$ cat src/lnorm_pkg.sv
// Shared types and constants for the line ending normalizer.
// Holds the input and result beat structs, character codes and register indexes.
// No dependencies.
package lnorm_pkg;

    localparam logic [7:0] CHAR_CR = 8'h0D;
    localparam logic [7:0] CHAR_LF = 8'h0A;
    localparam logic [7:0] CHAR_SP = 8'h20;
    localparam logic [7:0] CHAR_NUL = 8'h00;

    localparam int APB_ADDR_W = 4;
    localparam int APB_DATA_W = 32;

    localparam logic [1:0] REG_UNIX_ENDINGS = 2'd0;
    localparam logic [1:0] REG_TRIM_TRAILING = 2'd1;
    localparam logic [1:0] REG_KEEP_ZERO = 2'd2;

    typedef struct packed {
        logic [7:0] in_byte;
        logic       end_of_stream;
    } in_beat_t;

    typedef struct packed {
        logic [7:0] out_byte;
        logic       spilled;
        logic       last_of_run;
    } out_beat_t;

endpackage

$ cat src/lnorm_ram.sv
// Generic single-write, single-read RAM with a registered read port.
// Read data holds its value in cycles without a read. No dependencies.
module lnorm_ram #(
    parameter int WIDTH = 8,
    parameter int DEPTH = 32
) (
    input  logic                                  aclk,
    input  logic                                  we,
    input  logic [((DEPTH > 1) ? $clog2(DEPTH) : 1)-1:0] waddr,
    input  logic [WIDTH-1:0]                      wdata,
    input  logic                                  re,
    input  logic [((DEPTH > 1) ? $clog2(DEPTH) : 1)-1:0] raddr,
    output logic [WIDTH-1:0]                      rdata
);

    logic [WIDTH-1:0] mem [DEPTH];
    logic [WIDTH-1:0] rdata_reg;

    always_ff @(posedge aclk) begin
        if (we) begin
            mem[waddr] <= wdata;
        end
        if (re) begin
            rdata_reg <= mem[raddr];
        end
    end

    assign rdata = rdata_reg;

endmodule

$ cat src/line_ending_normalizer.sv
// Top level of the line ending normalizer: APB registers, item sequencer and hold ring.
// Depends on lnorm_pkg and lnorm_ram.
//
//   channel  | ports                          | beat moves when
//   input    | s_valid, s_ready, s_data       | s_valid && s_ready
//   result   | m_valid, m_ready, m_data       | m_valid && m_ready
//   config   | psel, penable, pwrite, paddr.. | psel && penable && pwrite (pready high)
//
// A byte that releases nothing held passes through ST_D0 or ST_FIN; a dos line end adds ST_D1.
// Each held byte released or spilled adds ST_RD and ST_POP: a hold RAM read, then the output.
// One item is in work at a time; s_ready is high only while the sequencer is idle.
// A stalled m_ready holds the sequencer in its emit state; results wait in one output register.
// Reset clears control registers, counts and pointers; data registers and the hold RAM are not cleared.
module line_ending_normalizer
    import lnorm_pkg::*;
#(
    parameter int HOLD_DEPTH = 32
) (
    input  logic                  aclk,
    input  logic                  aresetn,
    input  logic                  s_valid,
    output logic                  s_ready,
    input  in_beat_t              s_data,
    output logic                  m_valid,
    input  logic                  m_ready,
    output out_beat_t             m_data,
    input  logic                  psel,
    input  logic                  penable,
    input  logic                  pwrite,
    input  logic [APB_ADDR_W-1:0] paddr,
    input  logic [APB_DATA_W-1:0] pwdata,
    output logic [APB_DATA_W-1:0] prdata,
    output logic                  pready
);

    localparam int AW = (HOLD_DEPTH > 1) ? $clog2(HOLD_DEPTH) : 1;
    localparam int CW = $clog2(HOLD_DEPTH + 1);
    localparam logic [CW-1:0] DEPTH_C = CW'(HOLD_DEPTH);
    localparam logic [AW-1:0] LAST_IDX = AW'(HOLD_DEPTH - 1);
    localparam logic [CW:0] DEPTH_W = (CW + 1)'(HOLD_DEPTH);

    typedef enum logic [5:0] {
        ST_IDLE = 6'b000001,
        ST_RD   = 6'b000010,
        ST_POP  = 6'b000100,
        ST_D0   = 6'b001000,
        ST_D1   = 6'b010000,
        ST_FIN  = 6'b100000
    } seq_state_t;

    seq_state_t state_reg, state_next;

    logic          unix_reg, trim_reg, keepz_reg;
    logic          prev_cr_reg, prev_cr_next;
    logic [CW-1:0] count_reg, count_next;
    logic [AW-1:0] head_reg, head_next;
    logic [CW-1:0] pops_reg, pops_next;
    logic          spill_reg, spill_next;
    logic          d0_vld_reg, d0_vld_next;
    logic [7:0]    d0_byte_reg, d0_byte_next;
    logic          d1_vld_reg, d1_vld_next;
    logic          clr_reg, clr_next;
    logic          wr_reg, wr_next;
    logic [7:0]    wbyte_reg, wbyte_next;
    logic          m_valid_reg, m_valid_next;
    out_beat_t     m_data_reg, m_data_next;

    logic          cfg_wr;
    logic [1:0]    cfg_idx;
    logic          in_fire, out_space, pop_fire, fin;
    logic          ram_re, ram_we;
    logic [AW-1:0] ram_waddr;
    logic [7:0]    ram_rdata;

    logic          b_drop, b_lf, b_cr, b_hold, b_eos;
    logic [7:0]    b_val;
    logic [CW-1:0] p_pops;
    logic          p_spill, p_d0v, p_d1v, p_clr, p_wr;
    logic [7:0]    p_d0b;

    logic [AW-1:0] h1;
    logic [CW-1:0] c1;
    logic [CW:0]   wsum;

    assign pready  = 1'b1;
    assign cfg_wr  = psel && penable && pwrite;
    assign cfg_idx = paddr[3:2];

    always_comb begin
        prdata = '0;
        case (cfg_idx)
            REG_UNIX_ENDINGS:  prdata[0] = unix_reg;
            REG_TRIM_TRAILING: prdata[0] = trim_reg;
            REG_KEEP_ZERO:     prdata[0] = keepz_reg;
            default:           prdata = '0;
        endcase
    end

    always_ff @(posedge aclk) begin
        if (!aresetn) begin
            unix_reg  <= 1'b1;
            trim_reg  <= 1'b0;
            keepz_reg <= 1'b0;
        end else if (cfg_wr) begin
            case (cfg_idx)
                REG_UNIX_ENDINGS:  unix_reg <= pwdata[0];
                REG_TRIM_TRAILING: trim_reg <= pwdata[0];
                REG_KEEP_ZERO:     keepz_reg <= pwdata[0];
                default:           ;
            endcase
        end
    end

    assign s_ready   = (state_reg == ST_IDLE);
    assign in_fire   = s_valid && s_ready;
    assign out_space = !m_valid_reg || m_ready;
    assign m_valid   = m_valid_reg;
    assign m_data    = m_data_reg;

    always_comb begin
        b_val  = s_data.in_byte;
        b_eos  = s_data.end_of_stream;
        b_cr   = (b_val == CHAR_CR);
        b_lf   = (b_val == CHAR_LF);
        b_drop = (b_val == CHAR_NUL) && !keepz_reg;
        b_hold = trim_reg ? (b_val <= CHAR_SP) : b_cr;

        p_pops  = '0;
        p_spill = 1'b0;
        p_d0v   = 1'b0;
        p_d0b   = b_val;
        p_d1v   = 1'b0;
        p_clr   = 1'b0;
        p_wr    = 1'b0;

        if (b_drop) begin
            if (b_eos && !trim_reg) begin
                p_pops = count_reg;
            end
        end else if (b_lf) begin
            p_clr = 1'b1;
            if (!trim_reg) begin
                p_pops = (prev_cr_reg && count_reg != '0) ? count_reg - CW'(1) : count_reg;
            end
            p_d0v = 1'b1;
            if (unix_reg) begin
                p_d0b = CHAR_LF;
            end else begin
                p_d0b = CHAR_CR;
                p_d1v = 1'b1;
            end
        end else if (b_hold) begin
            if (trim_reg) begin
                if (count_reg == DEPTH_C) begin
                    p_pops  = CW'(1);
                    p_spill = 1'b1;
                end
                p_wr = !b_eos;
            end else begin
                p_pops = count_reg;
                p_clr  = 1'b1;
                if (b_eos) begin
                    p_d0v = 1'b1;
                end else begin
                    p_wr = 1'b1;
                end
            end
        end else begin
            p_pops = count_reg;
            p_clr  = 1'b1;
            p_d0v  = 1'b1;
        end
        if (b_eos) begin
            p_clr = 1'b1;
        end
    end

    always_comb begin
        state_next   = state_reg;
        pops_next    = pops_reg;
        spill_next   = spill_reg;
        d0_vld_next  = d0_vld_reg;
        d0_byte_next = d0_byte_reg;
        d1_vld_next  = d1_vld_reg;
        clr_next     = clr_reg;
        wr_next      = wr_reg;
        wbyte_next   = wbyte_reg;
        prev_cr_next = prev_cr_reg;
        m_valid_next = m_valid_reg && !m_ready;
        m_data_next  = m_data_reg;
        ram_re       = 1'b0;
        pop_fire     = 1'b0;
        fin          = 1'b0;

        case (state_reg)
            ST_IDLE: begin
                if (in_fire) begin
                    pops_next    = p_pops;
                    spill_next   = p_spill;
                    d0_vld_next  = p_d0v;
                    d0_byte_next = p_d0b;
                    d1_vld_next  = p_d1v;
                    clr_next     = p_clr;
                    wr_next      = p_wr;
                    wbyte_next   = b_val;
                    prev_cr_next = b_cr && !b_eos;
                    if (p_pops != '0) begin
                        state_next = ST_RD;
                    end else if (p_d0v) begin
                        state_next = ST_D0;
                    end else begin
                        state_next = ST_FIN;
                    end
                end
            end
            ST_RD: begin
                ram_re     = 1'b1;
                state_next = ST_POP;
            end
            ST_POP: begin
                if (out_space) begin
                    pop_fire     = 1'b1;
                    m_valid_next = 1'b1;
                    m_data_next  = '{out_byte: ram_rdata, spilled: spill_reg,
                                     last_of_run: (pops_reg == CW'(1)) && !d0_vld_reg};
                    pops_next    = pops_reg - CW'(1);
                    if (pops_reg != CW'(1)) begin
                        state_next = ST_RD;
                    end else if (d0_vld_reg) begin
                        state_next = ST_D0;
                    end else begin
                        fin        = 1'b1;
                        state_next = ST_IDLE;
                    end
                end
            end
            ST_D0: begin
                if (out_space) begin
                    m_valid_next = 1'b1;
                    m_data_next  = '{out_byte: d0_byte_reg, spilled: 1'b0,
                                     last_of_run: !d1_vld_reg};
                    if (d1_vld_reg) begin
                        state_next = ST_D1;
                    end else begin
                        fin        = 1'b1;
                        state_next = ST_IDLE;
                    end
                end
            end
            ST_D1: begin
                if (out_space) begin
                    m_valid_next = 1'b1;
                    m_data_next  = '{out_byte: CHAR_LF, spilled: 1'b0, last_of_run: 1'b1};
                    fin          = 1'b1;
                    state_next   = ST_IDLE;
                end
            end
            ST_FIN: begin
                fin        = 1'b1;
                state_next = ST_IDLE;
            end
            default: begin
                state_next = ST_IDLE;
            end
        endcase
    end

    always_comb begin
        h1 = head_reg;
        c1 = count_reg;
        if (pop_fire) begin
            h1 = (head_reg == LAST_IDX) ? '0 : head_reg + AW'(1);
            c1 = count_reg - CW'(1);
        end
        if (fin && clr_reg) begin
            h1 = '0;
            c1 = '0;
        end
        wsum = (CW + 1)'(h1) + (CW + 1)'(c1);
        if (wsum >= DEPTH_W) begin
            wsum = wsum - DEPTH_W;
        end
        ram_waddr = wsum[AW-1:0];
        ram_we    = fin && wr_reg;
        if (ram_we) begin
            c1 = c1 + CW'(1);
        end
        if (cfg_wr && cfg_idx == REG_TRIM_TRAILING && pwdata[0] != trim_reg) begin
            h1 = '0;
            c1 = '0;
        end
        head_next  = h1;
        count_next = c1;
    end

    always_ff @(posedge aclk) begin
        if (!aresetn) begin
            state_reg   <= ST_IDLE;
            prev_cr_reg <= 1'b0;
            count_reg   <= '0;
            head_reg    <= '0;
            pops_reg    <= '0;
            spill_reg   <= 1'b0;
            d0_vld_reg  <= 1'b0;
            d1_vld_reg  <= 1'b0;
            clr_reg     <= 1'b0;
            wr_reg      <= 1'b0;
            m_valid_reg <= 1'b0;
        end else begin
            state_reg   <= state_next;
            prev_cr_reg <= prev_cr_next;
            count_reg   <= count_next;
            head_reg    <= head_next;
            pops_reg    <= pops_next;
            spill_reg   <= spill_next;
            d0_vld_reg  <= d0_vld_next;
            d1_vld_reg  <= d1_vld_next;
            clr_reg     <= clr_next;
            wr_reg      <= wr_next;
            m_valid_reg <= m_valid_next;
        end
    end

    always_ff @(posedge aclk) begin
        d0_byte_reg <= d0_byte_next;
        wbyte_reg   <= wbyte_next;
        m_data_reg  <= m_data_next;
    end

    lnorm_ram #(
        .WIDTH (8),
        .DEPTH (HOLD_DEPTH)
    ) u_hold_ram (
        .aclk  (aclk),
        .we    (ram_we),
        .waddr (ram_waddr),
        .wdata (wbyte_reg),
        .re    (ram_re),
        .raddr (head_reg),
        .rdata (ram_rdata)
    );

endmodule

$ cat config.mk
export PLATFORM = sky130hd
export DESIGN_NAME = line_ending_normalizer
export DESIGN_NICKNAME = d
export VERILOG_FILES = /design/src/lnorm_pkg.sv /design/src/lnorm_ram.sv /design/src/line_ending_normalizer.sv
export SDC_FILE = /design/constraint.sdc
export NUM_CORES = 1
export LEC_CHECK = 0
export BUFFER_PORTS_ARGS = -buffer_cell sky130_fd_sc_hd__buf_2
export CAP_MARGIN = 20
export CELL_PAD_IN_SITES_DETAIL_PLACEMENT = 1
export CELL_PAD_IN_SITES_GLOBAL_PLACEMENT = 1
export CORE_UTILIZATION = 55
export DETAILED_ROUTE_END_ITERATION = 8
export MAX_ROUTING_LAYER = met4
export PLACE_DENSITY_LB_ADDON = 0.3
export REMOVE_ABC_BUFFERS = 1
export SLEW_MARGIN = 20
export SYNTH_ARGS = -nofsm -noshare
export SYNTH_HDL_FRONTEND = slang
export SYNTH_SLANG_ARGS = --single-unit
$ cat constraint.sdc
create_clock -name aclk -period 7.3 [get_ports aclk]
set_input_delay 0.73 -clock aclk [delete_from_list [all_inputs] [get_ports aclk]]
set_output_delay 0.73 -clock aclk [all_outputs]
set_load 0.1 [all_outputs]
---- Word level (Yosys, flattened, before mapping) ----
Memory sizes are Yosys's and may differ from the RTL's. A register that Yosys moved wholly into a read port is not among the register bits.
Index checks and enable logic that the tools add are counted.
W data, S select, Z words.
word-level totals
  ROM bits ................................ 0
  output and inout bits ................... 45
  register bits after elaboration ......... 59
  memories kept ........................... 1
  logic and storage cells ................. 157
  bits of input ports ..................... 52
  bits in writable memories ............... 256
  latch bits .............................. 0
operators by class
  eq/ne operators ......................... 19
  muxes and demuxes ....................... 73
  bitwise gates (word level) .............. 1
  magnitude comparators ................... 2
  $add $sub $neg .......................... 6
  shift-type cells ........................ 0
  divide/modulo/power cells ............... 0
  $mul .................................... 0
  reduce and logical (&&, ||, !) cells .... 36
memories
  name            depth  bits a word  read ports  clocked after memory_dff  write ports  line             text
  u_hold_ram.mem  32     8            1           1                         1            lnorm_ram.sv:16  logic [WIDTH-1:0] mem [DEPTH];
operators by type and width
  cell                   count
  $mux W6                18
  $mux W1                37
  $mux W10               3
  $pmux W10 S3           1
  $pmux W6 S5            1
  $mux W5                5
  $eq A8 B4 Y1 const B   2
  $mux W8                2
  $logic_and A1 B1 Y1    13
  $eq A6 B1 Y1 const B   2
  $eq A6 B6 Y1 const B   2
  $pmux W6 S2            1
  $reduce_bool A6 Y1     2
  $sub A6 B1 Y6 const B  2
  $le A8 B6 Y1 const B   1
  $logic_not A8 Y1       1
  $mux W4                2
  $reduce_and A2 Y1      4
  $reduce_and A4 Y1      2
  $add A5 B6 Y7          1
  $ge A7 B6 Y1 const B   1
  $logic_not A1 Y1       7
  $add A6 B1 Y6 const B  1
  $eq A6 B2 Y1 const B   1
  other kinds (23)       25

---- Logic depth before layout (Yosys ltp) ----
  depth in word-level cells ............... 10
  depth in mapped cells ................... 15
  depth with buffers taken out ............ 13

---- Hierarchy ----
Synthesis repeated with hierarchy kept, for this count alone.
unflattened totals
  cells, all modules ...................... 851
  area, all modules ....................... 14041.0 um^2
by module, submodules not included
  module                  cells an instance  area an instance (um^2)  sequential area each (um^2)  times used
  lnorm_ram               417                10133.5                  7927.6                       1
  line_ending_normalizer  434                3907.5                   1441.4                       1

---- Least setup slack after synthesis ----
No wires, ideal clock.
  kind .................................... register to register
  start ................................... register m_valid_reg (netlist: m_valid)
  end ..................................... memory u_hold_ram.mem[25][0], enable pin
  setup slack ............................. 2.536 ns
  stages on the path, launching flop included .. 14
  arrival ................................. 4.380 ns
  data required time ...................... 6.917 ns
  cells stage by stage .................... dfxtp_1 nand2b_1 nand3_1 clkbuf_1 nor3_1 a21oi_1 nor2_1 ha_1 fa_1 a21o_1 a21oi_1 xor2_4 buf_4 nor3_1
on the way
  cells in the longest elaborated chain, start to end .. 9
  elaborated cells on any way between the ends .. 19
RTL lines
  item                                                  line                                                                                         text
  start, declared                                       line_ending_normalizer.sv:65                                                                 logic m_valid_reg, m_valid_next;
  start signal, assigned                                line_ending_normalizer.sv:320                                                                m_valid_reg <= m_valid_next;
  $logic_not A1 Y1 *                                    line_ending_normalizer.sv:116                                                                assign out_space = !m_valid_reg || m_ready;
  $logic_or A1 B1 Y1 *                                  line_ending_normalizer.sv:116
  $mux W1 (on tied branches)                            line_ending_normalizer.sv:221, line_ending_normalizer.sv:251, line_ending_normalizer.sv:238
  $pmux W1 S4 / $mux W1 (equally long branches)         line_ending_normalizer.sv:195                                                                case (state_reg)
  $logic_and A1 B1 Y1 (tied with other cells)           line_ending_normalizer.sv:275                                                                if (fin && clr_reg) begin
  $mux W5 / $mux W6 (equally long branches)             line_ending_normalizer.sv:275
  $add A5 B6 Y7                                         line_ending_normalizer.sv:279                                                                wsum = (CW + 1)'(h1) + (CW + 1)'(c1);
  $ge A7 B6 Y1 / $sub A5 B1 Y5 (equally long branches)  line_ending_normalizer.sv:280, line_ending_normalizer.sv:281
  $mux W5                                               line_ending_normalizer.sv:280                                                                if (wsum >= DEPTH_W) begin
  end, declared                                         lnorm_ram.sv:16
Mark *: on every way between the ends. The rest lies on a longest branch, timed or not.

---- Worst setup path after layout ----
  start ................................... register pops_reg[0]
  end ..................................... memory u_hold_ram.mem[19][1], enable pin
on the way
  cells in the longest elaborated chain, start to end .. 9
  elaborated cells on any way between the ends .. 14
RTL lines
  item                                                  line                                                          text
  start, declared                                       line_ending_normalizer.sv:57                                  logic [CW-1:0] pops_reg, pops_next;
  start signal, assigned                                line_ending_normalizer.sv:314                                 pops_reg <= pops_next;
  $ne A6 B1 Y1 *                                        line_ending_normalizer.sv:227                                 if (pops_reg != CW'(1)) begin
  $mux W1 *                                             line_ending_normalizer.sv:227
  $mux W1 *                                             line_ending_normalizer.sv:221                                 if (out_space) begin
  $pmux W1 S4 *                                         line_ending_normalizer.sv:195
  $logic_and A1 B1 Y1                                   line_ending_normalizer.sv:275
  $mux W5 / $mux W6 (equally long branches)             line_ending_normalizer.sv:275
  $add A5 B6 Y7                                         line_ending_normalizer.sv:279
  $ge A7 B6 Y1 / $sub A5 B1 Y5 (equally long branches)  line_ending_normalizer.sv:280, line_ending_normalizer.sv:281
  $mux W5                                               line_ending_normalizer.sv:280
Marks and branches as above.

==> flow_summary.yaml <==
outcome:
  outcome: "completed"
worst_setup_path:
  end_kind: "flop"
  reg2reg_setup_slack_ns: 1.88
  crit_type: "flop to flop"
  startpoint_type: "flop"
  cp_max_fo: 16
  cp.arrival_ns: 5.56
  critPathRequiredTime_ns: 7.44
cts:
  h-tree-depth: 2
  hold_buffers: 0
  tritoncts: "yes"
  post_cts_buffers: 0
  max-clock-path-buffers: 3
  clock_latency_ns: 0.53
  path_clk_slew_ns: 0.06
  numCtsBuffers: 34
  cts.repair.resized: 0
  clockRootBuffer: "clkbuf_16"
  cts_sinks: 323
timing:
  max_slew.worst_pin.slew_ns: 0.971
  fin_crit_sh: 0.743
  fmax_mhz: 184
  setup_viol_count_final: 0
  setup_ws_ns: 1.88
  hold_viol: 0
  skew_ns: 0.0265
  fin_tns_setup_ns: 0
  slew_headroom: 0.351
  rsz0062_at_grt: "no"
  finalMaxSlewViolations: 0
  fin_crit_ns: 5.42
synth:
  avgSynthCellArea_um2: 16.2
  synth_area_um2: 14300
  synth_edf_count: 290
  synthArstFlopShare: 0
  ys_seq_area_frac: 0.656
  yosys.area.top_type: "edfxtp_1"
  synthCells: 879
  synth-main-ff-cell: "edfxtp_1"
  synth_area_leaders: "edfxtp_1 (61%), mux4_2 (13%), dfxtp_1 (4.6%)"
  yosys_warnings: 0
  netlist.area_leader.share: 0.610
  ys_types: 81
  synth_seq_cells: 323
placement:
  dp_slack_ns: 1.72
  numPortBuffers: 31
  gp_congestion: 0.865
  dp_hpwl_mm: 21.3
drt:
  ant_nets: 0
  wl_per_cell_um: 26.8
  dr.pass1.iters: 5
  drt_first_iter_violations: 742
  vias: 8009
  drc_errors: 0
  viasPerCell: 6.36
  finalWirelength_mm: 33.7
grt:
  gr-total-overflow: 0
  antenna_found_initial: 2
  grt_pass1_vias: 8264
  grt_max_degree: 67
  grtUsageTotal: 0.270
  grt_pass1_wl_mm: 50.7
die:
  die_h_um: 163
  core_area_um2: 25300
  boundaryPins: 97
  initial_core_util: 0.564
  rows: 58
  die_w_um: 163
  die_area_um2: 26600
layout:
  largest_reg_flops: 256
  final_common_cell: "edfxtp_1"
  seqCellArea_um2: 9370
  area_growth_pct: 11.3
  num-fill-cells: 2245
  multi_input_area_um2: 4540
  final_cell_mix: "edfxtp_1 (290), mux4_2 (80), nor2_1 (53)"
  layout-drive-gt1-share: 0.250
  fin_nets: 967
power:
  ir_drop_mv: 0.216
  powerDensity_nw_per_um2: 280
  power_mw: 4.45
  power.leakage_nw: 5.08
worst_hold_path:
  min_path_type: "input port to flop"
flow_run:
  maxCapViolCount: 0
-- critical path: stages, from the launching register on --
cell and delay (ns):
dfxtp_1 0.44, ha_1 0.19, or4b_1 0.50, nor3_2 0.23, a21oi_2 0.12, o31ai_4 0.61
nor2_1 0.23, ha_1 0.29, fa_1 0.41, a21o_1 0.17, a21oi_1 0.65, xor2_4 0.37
nor3_2 0.82
-- metrics by stage --
| stage | hold slack [ns] | instance area, µm² | utilization | std cells |
|---|---|---|---|---|
| detailed placement | 0.485 | 14500 | 0.574 | 1189 |
| finish | 0.458 | 15900 | 0.628 | 1259 |
| global route | 0.452 | 15900 | 0.628 | 1259 |
| global placement | 0.465 | 14500 | 0.573 | 1189 |
| floorplan | 0.451 | 13900 | - | 822 |
| CTS | 0.437 | 15700 | 0.621 | 1250 |
-- power by group --
group	internal [mW]	leakage, nW	switching, mW
combinational	0.0874	1.63	0.333
clock	1.13	0.570	0.709
sequential	2.13	2.88	0.0623
total	3.34	5.08	1.10
-- cells in the mapped netlist, types with 4 or more instances --
cell type and count:
a21oi_1 27, nor2b_1 10, or2_2 5, nor2_1 53, mux2_2 8, nand2_1 39
dfxtp_1 33, buf_2 9, a21boi_0 8, a21o_1 4, clkbuf_1 32, nor3_1 25
buf_4 36, ha_1 11, o2111ai_1 7, o21ai_0 19, a22o_1 6, buf_1 7
edfxtp_1 290, nand2b_1 7, mux2i_1 7, nor4_1 4, nand3_1 13, inv_1 10
and3_1 7, xor2_1 7, mux4_2 80, and2_1 5, xnor2_1 8, nor3_2 21
a31oi_1 4
-- final timing paths --
path | startpoint | end | cells after the start
setup reg to reg | pops_reg[0] | u_hold_ram.mem[19][1] | 12
hold reg to reg | d1_vld_reg | d1_vld_reg | 2
hold / removal | s_data[8] | wbyte_reg[7] | 1
setup / recovery | pops_reg[0] | u_hold_ram.mem[19][1] | 12
-- cell type report --
class	count	area share
Sequential cell	323	0.590
Multi-Input combinational cell	488	0.286
Clock buffer	41	0.0565
Tap cell	330	0.0260
Timing Repair Buffer	45	0.0217
Clock inverter	20	0.0179
Inverter	11	0.00260
Antenna cell	1	0.000157
-- kinds of logic (layout without fill, tap and decap cells) --
group / Yosys count / after routing / share of synthesized area
AOI/OAI and AO/OA: 109 / 109 / 0.0527
xor gates and xnor gates: 18 / 18 / 0.0142
adders and majority gates: 12 / 12 / 0.0110
buffers and inverters: 98 / 117 / 0.0376
DFF: 323 / 323 / 0.656
muxes: 95 / 95 / 0.137
other: 2 / 33 / 0.000526
and+or+nand+nor: 222 / 222 / 0.0907
-- per-layer routing --
| layer | up-vias | global-route usage | wire length, µm |
|---|---|---|---|
| li1 | 3452 | - | - |
| met1 | 4159 | 0.349 | 13800 |
| met2 | 329 | 0.445 | 17000 |
| met3 | 69 | 0.0396 | 2000 |
| met4 | 0 | 0.0786 | 888 |
| met5 | - | - | 0 |
Note: power is estimated with default switching activity, not from simulation.
